## src/hdl/hpe_pkg.sv

```systemverilog
// Shared widths, code bases and field types for the hold-and-modify pixel encoder.
`timescale 1ns / 1ps

package hpe_pkg;

	localparam int unsigned COORD_W  = 9;
	localparam int unsigned COLOUR_W = 8;
	localparam int unsigned CHAN_W   = 6;
	localparam int unsigned CODE_W   = 8;
	localparam int unsigned OFFSET_W = 15;
	localparam int unsigned BITPOS_W = 3;
	// wide enough for (512/4) * (511 + 2) + 511/4 before wrapping to OFFSET_W
	localparam int unsigned OFFSET_CALC_W = 19;

	typedef logic [COORD_W-1:0]  coord_t;
	typedef logic [COLOUR_W-1:0] colour_t;
	typedef logic [CHAN_W-1:0]   chan_t;
	typedef logic [CODE_W-1:0]   code_t;
	typedef logic [OFFSET_W-1:0] offset_t;
	typedef logic [BITPOS_W-1:0] bitpos_t;

	// six-plane code bases
	localparam code_t HAM6_RED   = 8'h20;
	localparam code_t HAM6_GREEN = 8'h30;
	localparam code_t HAM6_BLUE  = 8'h10;
	// extended code bases
	localparam code_t EXT_RED    = 8'h80;
	localparam code_t EXT_GREEN  = 8'hC0;
	localparam code_t EXT_BLUE   = 8'h40;

	// smallest code a written pixel can carry
	localparam code_t CODE_MIN = HAM6_BLUE;

endpackage

```

## src/hdl/ham_pixel_encoder.sv

```systemverilog
// Hold-and-modify pixel encoder: input register, single-pass encode, result register.
//
// Pixels arrive on the pixel channel (pixel_valid / pixel_stall) with their
// position and 8-bit RGB. Each accepted pixel gives exactly one result on the
// result channel (result_valid / result_stall): pixel_written, the code, the
// byte offset within each bitplane and the first bit position. A pixel
// outside LINE_PIXELS x LINE_COUNT gives a result with every field zero.
// Each pixel is registered first in the input register and then in the result
// register, after which result valid rises; one pixel per cycle is sustained
// while the receiver does not stall. The held colour is updated as an on-screen
// pixel moves from the input register into the result register, so the next
// pixel sees it in the following cycle.
// When the receiver stalls, the result holds; the input register still takes
// one more pixel, after which pixel_stall rises until the result is taken.
// The user writes extended_mode over the mode channel (mode_ready is always high),
// and only while no pixel is in flight; the block itself does not enforce this.
// Reset empties both registers, clears the held colour and line tracking and
// selects six-plane mode.
`timescale 1ns / 1ps

module ham_pixel_encoder #(
	parameter int unsigned LINE_PIXELS = 320,
	parameter int unsigned LINE_COUNT  = 400
) (
	input  logic             clk,
	input  logic             arst_n,
	input  logic             mode_valid,
	output logic             mode_ready,
	input  logic             extended_mode,
	input  logic             pixel_valid,
	output logic             pixel_stall,
	input  hpe_pkg::coord_t  pixel_x,
	input  hpe_pkg::coord_t  pixel_y,
	input  hpe_pkg::colour_t red_in,
	input  hpe_pkg::colour_t green_in,
	input  hpe_pkg::colour_t blue_in,
	output logic             result_valid,
	input  logic             result_stall,
	output logic             pixel_written,
	output hpe_pkg::code_t   ham_code,
	output hpe_pkg::offset_t plane_byte_offset,
	output hpe_pkg::bitpos_t bit_position
);
	import hpe_pkg::*;

	localparam logic [COORD_W:0]       X_LIMIT    = (COORD_W+1)'(LINE_PIXELS);
	localparam logic [COORD_W:0]       Y_LIMIT    = (COORD_W+1)'(LINE_COUNT);
	localparam logic [OFFSET_CALC_W-1:0] ROW_BYTES = OFFSET_CALC_W'(LINE_PIXELS / 8);
	localparam logic [OFFSET_CALC_W-1:0] ROW_QUADS = OFFSET_CALC_W'(LINE_PIXELS / 4);

	logic    mode_q;
	logic    valid_s1;
	coord_t  x_s1, y_s1;
	colour_t red_s1, green_s1, blue_s1;

	chan_t  held_red_q, held_green_q, held_blue_q;
	coord_t current_line_q;
	logic   line_seen_q;

	logic    out_valid_q;
	logic    written_q;
	code_t   code_q;
	offset_t offset_q;
	bitpos_t bitpos_q;

	logic advance_out;
	logic take_s1;
	logic in_range;
	logic new_line;
	chan_t r, g, b, hr, hg, hb, dr, dg, db;
	logic pick_red, pick_green;
	code_t code_d;
	logic [OFFSET_CALC_W-1:0] offset_calc;
	bitpos_t bitpos_d;

	assign mode_ready    = 1'b1;
	assign advance_out   = !out_valid_q || !result_stall;
	assign take_s1       = valid_s1 && advance_out;
	assign pixel_stall   = valid_s1 && !advance_out;

	assign result_valid      = out_valid_q;
	assign pixel_written     = written_q;
	assign ham_code          = code_q;
	assign plane_byte_offset = offset_q;
	assign bit_position      = bitpos_q;

	always_ff @(posedge clk or negedge arst_n) begin
		if (!arst_n) begin
			mode_q <= 1'b0;
		end else if (mode_valid && mode_ready) begin
			mode_q <= extended_mode;
		end
	end

	// input register
	always_ff @(posedge clk or negedge arst_n) begin
		if (!arst_n) begin
			valid_s1 <= 1'b0;
		end else if (!pixel_stall) begin
			valid_s1 <= pixel_valid;
		end
	end

	always_ff @(posedge clk) begin
		if (!pixel_stall && pixel_valid) begin
			x_s1     <= pixel_x;
			y_s1     <= pixel_y;
			red_s1   <= red_in;
			green_s1 <= green_in;
			blue_s1  <= blue_in;
		end
	end

	// encode
	always_comb begin
		in_range = ({1'b0, x_s1} < X_LIMIT) && ({1'b0, y_s1} < Y_LIMIT);
		if (mode_q) begin
			r = red_s1[7:2];
			g = green_s1[7:2];
			b = blue_s1[7:2];
		end else begin
			r = {2'b00, red_s1[7:4]};
			g = {2'b00, green_s1[7:4]};
			b = {2'b00, blue_s1[7:4]};
		end
		new_line = !line_seen_q || (current_line_q != y_s1);
		hr = new_line ? '0 : held_red_q;
		hg = new_line ? '0 : held_green_q;
		hb = new_line ? '0 : held_blue_q;
		dr = (r > hr) ? r - hr : hr - r;
		dg = (g > hg) ? g - hg : hg - g;
		db = (b > hb) ? b - hb : hb - b;
		// ties fall to blue, then to green
		pick_red   = (dr > dg) && (dr > db);
		pick_green = !pick_red && !(dr > dg) && (dg > db);
		if (pick_red) begin
			code_d = (mode_q ? EXT_RED : HAM6_RED) + CODE_W'(r);
		end else if (pick_green) begin
			code_d = (mode_q ? EXT_GREEN : HAM6_GREEN) + CODE_W'(g);
		end else begin
			code_d = (mode_q ? EXT_BLUE : HAM6_BLUE) + CODE_W'(b);
		end
		if (mode_q) begin
			offset_calc = ROW_QUADS * (OFFSET_CALC_W'(y_s1) + OFFSET_CALC_W'(2))
				+ OFFSET_CALC_W'(x_s1[COORD_W-1:2]);
			bitpos_d = {x_s1[1:0], 1'b0};
		end else begin
			offset_calc = ROW_BYTES * OFFSET_CALC_W'(y_s1)
				+ OFFSET_CALC_W'(x_s1[COORD_W-1:3]);
			bitpos_d = x_s1[2:0];
		end
	end

	// held colour and line tracking advance only with an encoded pixel
	always_ff @(posedge clk or negedge arst_n) begin
		if (!arst_n) begin
			held_red_q     <= '0;
			held_green_q   <= '0;
			held_blue_q    <= '0;
			current_line_q <= '0;
			line_seen_q    <= 1'b0;
		end else if (take_s1 && in_range) begin
			line_seen_q    <= 1'b1;
			current_line_q <= y_s1;
			held_red_q     <= pick_red ? r : hr;
			held_green_q   <= pick_green ? g : hg;
			held_blue_q    <= (!pick_red && !pick_green) ? b : hb;
		end
	end

	// result register
	always_ff @(posedge clk or negedge arst_n) begin
		if (!arst_n) begin
			out_valid_q <= 1'b0;
		end else if (advance_out) begin
			out_valid_q <= valid_s1;
		end
	end

	always_ff @(posedge clk) begin
		if (take_s1) begin
			written_q <= in_range;
			code_q    <= in_range ? code_d : '0;
			offset_q  <= in_range ? offset_calc[OFFSET_W-1:0] : '0;
			bitpos_q  <= in_range ? bitpos_d : '0;
		end
	end

endmodule

```

## config.mk

```make
export PLATFORM = sky130hd
export DESIGN_NAME = ham_pixel_encoder
export DESIGN_NICKNAME = d
export VERILOG_FILES = /design/src/hdl/hpe_pkg.sv /design/src/hdl/ham_pixel_encoder.sv
export SDC_FILE = /design/constraint.sdc
export NUM_CORES = 1
export LEC_CHECK = 0
export BUFFER_PORTS_ARGS = -buffer_cell sky130_fd_sc_hd__buf_2
export CAP_MARGIN = 20
export CELL_PAD_IN_SITES_DETAIL_PLACEMENT = 1
export CELL_PAD_IN_SITES_GLOBAL_PLACEMENT = 2
export CORE_MARGIN = 4
export CORE_UTILIZATION = 23
export DETAILED_ROUTE_END_ITERATION = 16
export GPL_TIMING_DRIVEN = 1
export MAX_ROUTING_LAYER = met4
export PLACE_DENSITY = 0.61
export SLEW_MARGIN = 10
export SYNTH_ARGS = -nofsm -noshare
export SYNTH_HDL_FRONTEND = slang
export SYNTH_SLANG_ARGS = --single-unit
```

## constraint.sdc

```tcl
create_clock -name clk -period 6.5 [get_ports clk]
set_input_delay 0.65 -clock clk [delete_from_list [all_inputs] [get_ports clk]]
set_output_delay 0.65 -clock clk [all_outputs]
set_load 0.1 [all_outputs]
```

# [Yosys cells after proc, flatten, opt, wreduce, memory -nomap -nowiden]
# Index checks and enable logic that the tools add are counted.
[word_totals] regBits=100 inputBits=48 wordCells=81
[op_classes] addsub=12 mul=2 magnitude_cmp=8 eq_ne=1 n_mux=19 bitwise=1 n_reduce_logical=20
[op_table] operator="$mux W6" count=12
[op_table] operator="$gt A6 B6 Y1" count=6
[op_table] operator="$sub A6 B6 Y6" count=6
[op_table] operator="$mux W8" count=4
[op_table] operator="$lt A9 B9 Y1 const B" count=2
[op_table] operator="$add A8 B6 Y8" count=2
[op_table] operator="$add A15 B6 Y15" count=1
[op_table] operator="$add A15 B7 Y15" count=1
[op_table] operator="$mux W15" count=1
[op_table] operator="$mul A3 B9 Y12 const A" count=1
[op_table] operator="$mul A3 B10 Y11 const A" count=1
[op_table] operator="$add A9 B2 Y10 const B" count=1
[op_table] operator="$logic_and A1 B1 Y1" count=9
[op_table] operator="$ne A9 B9 Y1" count=1
[op_table] operator="$add A7 B6 Y8" count=1
[op_table] operator="$logic_not A1 Y1" count=8
[op_table] operator="$mux W7" count=1
[op_table] operator="$mux W3" count=1
[op_table] operator="$logic_or A1 B1 Y1" count=2
[op_table] operator="$reduce_or A2 Y1" count=1
[op_table] operator="$not A1 Y1" count=1

# [Logic depth before layout (Yosys ltp)]
[depth] word_depth=13 ltp_mapped=27 ltp_nobuf=25

# [Worst setup path before layout]
# OpenSTA, ideal clock, no wires.
[synth_path] kind="register -> register" from="register y_s1[5]" to="register code_q[1] (netlist: ham_code[1]), data pin" setup_time_ps=143 arrival_ps=5386 required_ps=6357 slack_ps=971 path_stages_with_launch=27 path_cell_list="edfxtp_1 -> clkbuf_1 -> xnor2_1 -> nand2_1 -> nor3_1 -> clkbuf_1 -> nand2_1 -> inv_1 -> ha_1 -> inv_1 -> fa_1 -> a21o_1 -> a221oi_4 -> nor2_2 -> mux2_2 -> o21ai_0 -> nand3_1 -> xor2_1 -> ha_1 -> a21oi_1 -> o31ai_1 -> a211o_1 -> o2bb2ai_4 -> mux2i_2 -> buf_6 -> nand2_2 -> a21oi_2"
[synth_between] elab_chain_cells=12 elab_cells_between_ends=29
[synth_rtl] item="start: declaration" line="ham_pixel_encoder.sv:53" source="coord_t x_s1, y_s1;"
[synth_rtl] item="start signal: assignment" line="ham_pixel_encoder.sv:107" source="y_s1 <= pixel_y;"
[synth_rtl] item="$ne A9 B9 Y1" line="ham_pixel_encoder.sv:126" source="new_line = !line_seen_q || (current_line_q != y_s1);"
[synth_rtl] item="$logic_or A1 B1 Y1" line="ham_pixel_encoder.sv:126"
[synth_rtl] item="$mux W6, on equally long branches" line="ham_pixel_encoder.sv:127, ham_pixel_encoder.sv:128, ham_pixel_encoder.sv:129"
[synth_rtl] item="$sub A6 B6 Y6 (tied with other cells)" line="ham_pixel_encoder.sv:130" source="dr = (r > hr) ? r - hr : hr - r;"
[synth_rtl] item="$mux W6, on equally long branches" line="ham_pixel_encoder.sv:130, ham_pixel_encoder.sv:131, ham_pixel_encoder.sv:132"
[synth_rtl] item="$gt A6 B6 Y1, on equally long branches" line="ham_pixel_encoder.sv:134, ham_pixel_encoder.sv:135"
[synth_rtl] item="$logic_and A1 B1 Y1" line="ham_pixel_encoder.sv:134" source="pick_red = (dr > dg) && (dr > db);"
[synth_rtl] item="$logic_not A1 Y1" line="ham_pixel_encoder.sv:135" source="pick_green = !pick_red && !(dr > dg) && (dg > db);"
[synth_rtl] item="$logic_and A1 B1 Y1 (2 in a row)" line="ham_pixel_encoder.sv:135"
[synth_rtl] item="$mux W8" line="ham_pixel_encoder.sv:138" source="end else if (pick_green) begin"
[synth_rtl] item="$mux W8" line="ham_pixel_encoder.sv:136" source="if (pick_red) begin"
[synth_rtl] item="end signal: assignment" line="ham_pixel_encoder.sv:183" source="code_q <= in_range ? code_d : '0;"
[synth_rtl] item="end: declaration" line="ham_pixel_encoder.sv:62" source="code_t code_q;"
# Several ways; a longest one is shown, not always the timed one.
# A chain may end at the register's enable or synchronous reset.

# [Worst setup path after layout]
[layout_path] from="register y_s1[1]" to="register code_q[0] (netlist: ham_code[0]), data pin"
# The elaborated chain is that of the path after synthesis.

==> flow_metrics.env <==
export IMPL_tritoncts="yes"
export IMPL_syn_inst=698
export IMPL_synth_seq_cells=94
export IMPL_post_place_ws_ps=673
export IMPL_row_count=64
export IMPL_fmax_mhz=175
export IMPL_layout_setup_ws_ps=770
export IMPL_synth_area_per_cell_um2=10.3
export IMPL_drive_gt1_frac=0.190
export IMPL_drc=0
export IMPL_synth_async_reset_ratio=0.330
export IMPL_critPathLaunchType="register"
export IMPL_antenna_found_initial=0
export IMPL_fin_cells=1176
export IMPL_wl_um=19000
export IMPL_hold_violations=0
export IMPL_drt_pass1_iter_count=5
export IMPL_grt_ovfl_total=0
export IMPL_worst_slew_pin_slew_ps=1070
export IMPL_place_area_mm2=0.00803
export IMPL_synth_cell_area_mm2=0.00717
export IMPL_htreeDepth=3
export IMPL_route_vias_total=5166
export IMPL_initial_core_util=0.234
export IMPL_synth_nets=840
export IMPL_synth_distinct_cells=76
export IMPL_leakage_nw=3.75
export IMPL_cts_buffers=9
export IMPL_p_seq_frac=0.319
export IMPL_grt_total_usage=0.120
export IMPL_slew_viol_final=0
export IMPL_min_period_ps=5730
export IMPL_cts_resized=0
export IMPL_cts_root_buf="clkbuf_16"
export IMPL_cp_data_arrival_time_ps=5810
export IMPL_gp_congestion=0.769
export IMPL_synth_seq_area_share=0.372
export IMPL_core_mm2=0.0307
export IMPL_pwr_share_comb=0.466
export IMPL_die_area_mm2=0.0340
export IMPL_hold_ws_ps=370
export IMPL_cap_violations=0
export IMPL_worstPathRequired_ps=6580
export IMPL_p_int_mw=1.43
export IMPL_insertion_delay_ps=360
export IMPL_hpwl_um=15300
export IMPL_fin_util=0.272
export IMPL_fin_area_mm2=0.00834
export IMPL_fp_dieH_um=185
export IMPL_p_total_mw=2.52
export IMPL_path_buf_inv=3
export IMPL_critical_path_class="register to register"
export IMPL_numClockSinks=94
export IMPL_die_x_um=185
export IMPL_switching_share=0.432
export IMPL_grt_pass1_vias=5694
export IMPL_ios=78
export IMPL_via_per_inst=4.39
export IMPL_p_sw_mw=1.09
export IMPL_clk_pin_slew_ps=80
export IMPL_power_frac_clock=0.216
export IMPL_vdd_ir_drop_max_mv=0.146
export IMPL_wl_per_cell_um=16.2
export IMPL_syn_to_final_growth_pct=16.3
export IMPL_end_kind="register"
export IMPL_dp_cells=1160
export IMPL_maxSlewHeadroom=0.283
export IMPL_ys_flop_type="edfxtp_1"
export IMPL_io_buffers=70
export IMPL_path_delay_family="compound AO/OA/AOI/OAI gates"
export IMPL_clock_tree_buffer_depth=2
export IMPL_postCtsHoldBufs=0
export IMPL_slowest_stage="edfxtp_1"
export IMPL_period_share=0.882
export IMPL_post_cts_buffers=0
export IMPL_fin_setup_tns_ps=0
export IMPL_clock_skew_ps=17.3
export IMPL_slowest_delay_ps=450
export IMPL_power_density_mw_per_mm2=302
export IMPL_drt_iter0_markers=155
export IMPL_grt_pass1_wl_um=31200
export IMPL_hold_class="input port to asynchronous set/reset pin"
export IMPL_status="completed"
export IMPL_antenna_left=0
export IMPL_crit_fanout=7
export IMPL_diodes=0
export IMPL_setup_violations=0
export IMPL_rsz0062_at_grt="no"
export IMPL_crit_chain="xnor2_1 -> nand4_1 -> nor3_2 -> nand2_1 -> inv_1 -> ha_1 -> inv_1 -> fa_1 -> a21o_1 -> a221oi_4 -> nor2_2 -> mux2_2 -> o21ai_0 -> nand3_1 -> xor2_1 -> ha_1 -> a21oi_1 -> o31ai_1 -> a211o_1 -> o2bb2ai_4 -> nor2_1 -> buf_4 -> a22oi_1 -> a21oi_1"
export IMPL_grt_max_degree=37
export IMPL_synth_edf_count=63
export IMPL_ys_warn_count=0
export IMPL_final_nets=917
==> placed cells by master, fill, tap and decap left out, types with 5 or more instances in the layout <==
cell and count:
nand3_1 14, mux2i_1 23, o21bai_1 6, edfxtp_1 63, nor2_1 24, xnor2_1 42, xor2_1 13, fa_1 10
buf_4 17, nor3_1 5, dfrtp_1 30, a21oi_1 33, ha_1 84, and3_1 6, a21o_1 17, nor2b_1 12
nand2_1 90, nand4_1 5, mux2_2 5, and2_1 6, nand2b_1 5, o21a_1 8, o221ai_2 10, inv_1 69
buf_2 70, clkbuf_16 9, o2bb2ai_1 5, o21ai_0 15, a211oi_1 10
==> worst register-to-register path, stage by stage, from the launching register on <==
cell and delay (ps):
edfxtp_1 450, xnor2_1 250, nand4_1 160, nor3_2 400, nand2_1 150, inv_1 80, ha_1 170, inv_1 60
fa_1 380, a21o_1 240, a221oi_4 330, nor2_2 150, mux2_2 300, o21ai_0 150, nand3_1 100, xor2_1 280
ha_1 330, a21oi_1 150, o31ai_1 90, a211o_1 260, o2bb2ai_4 230, nor2_1 150, buf_4 220, a22oi_1 270
a21oi_1 130
==> flip-flops by register name (all words and copies together) (netlist names), 3 cells and up <==
signal	flops
green_s1	6
held_blue_q	6
bit_position	3
y_s1	9
ham_code	8
plane_byte_offset	15
held_green_q	6
held_red_q	6
blue_s1	6
x_s1	9
red_s1	6
current_line_q	9
==> path summary, 6_finish.rpt <==
path	start	to	slack (ps)	cells after the start
worst max-delay path	y_s1[1]	ham_code[0]	770	24
worst min-delay path	arst_n	held_blue_q[0]	370	1
worst max register to register	y_s1[1]	ham_code[0]	770	24
worst min register to register	line_seen_q	line_seen_q	470	1
max in group asynchronous	arst_n	mode_q	5580	1
min in group clk	pixel_y[2]	y_s1[2]	460	1
==> cell families (layout without fill, tap and decap cells) <==
logic type               after synthesis  count (layout)  synth area share
XOR/XNOR                              55              55            0.0672
multiplexers                          30              30            0.0440
buffers and inverters                 90             172            0.0525
flip-flops                            94              94             0.372
other                                  1               1          0.000523
AO/OA/AOI/OAI                        146             146             0.163
adder cells (fa/ha/maj)               95              95             0.176
AND/OR/NAND/NOR                      187             187             0.124
==> cell type report <==
cell class	count	area (um2)
clock inverter	7	78.8
sequential	94	2670
multi-input combinational	514	4130
inverter	69	259
timing repair buffer	87	478
clock buffer	9	225
fill	3536	22300
tap	396	495
==> cell usage after synthesis, drive strengths merged, types with 15 or more instances <==
| cell | n | area (um2) |
|---|---|---|
| inv | 69 | 259 |
| o21ai | 19 | 98.8 |
| a21oi | 37 | 200 |
| mux2i | 24 | 244 |
| a21o | 17 | 128 |
| xnor2 | 42 | 368 |
| ha | 84 | 1050 |
| edfxtp | 63 | 1890 |
| nand3 | 15 | 80.1 |
| dfrtp | 31 | 776 |
| nor2 | 25 | 96.4 |
| nand2 | 95 | 374 |
==> metal layers <==
metal,GRT usage,up-vias,share of wire
met5,-,-,0
met4,0.0222,0,0.0075
met3,0.0162,10,0.014
met2,0.209,44,0.51
met1,0.149,2498,0.46
li1,-,2614,-
==> power by group through the flow <==
stage	logic [mW]	registers, mW	clock network, mW
finish	1.17	0.803	0.544
detailed placement	1.19	0.818	0
CTS	1.20	0.806	0.566
floorplan	0.758	0.996	0
global placement	1.18	0.815	0
global route	1.30	0.817	0.590
No activity file was read; power rests on OpenSTA's default activity.
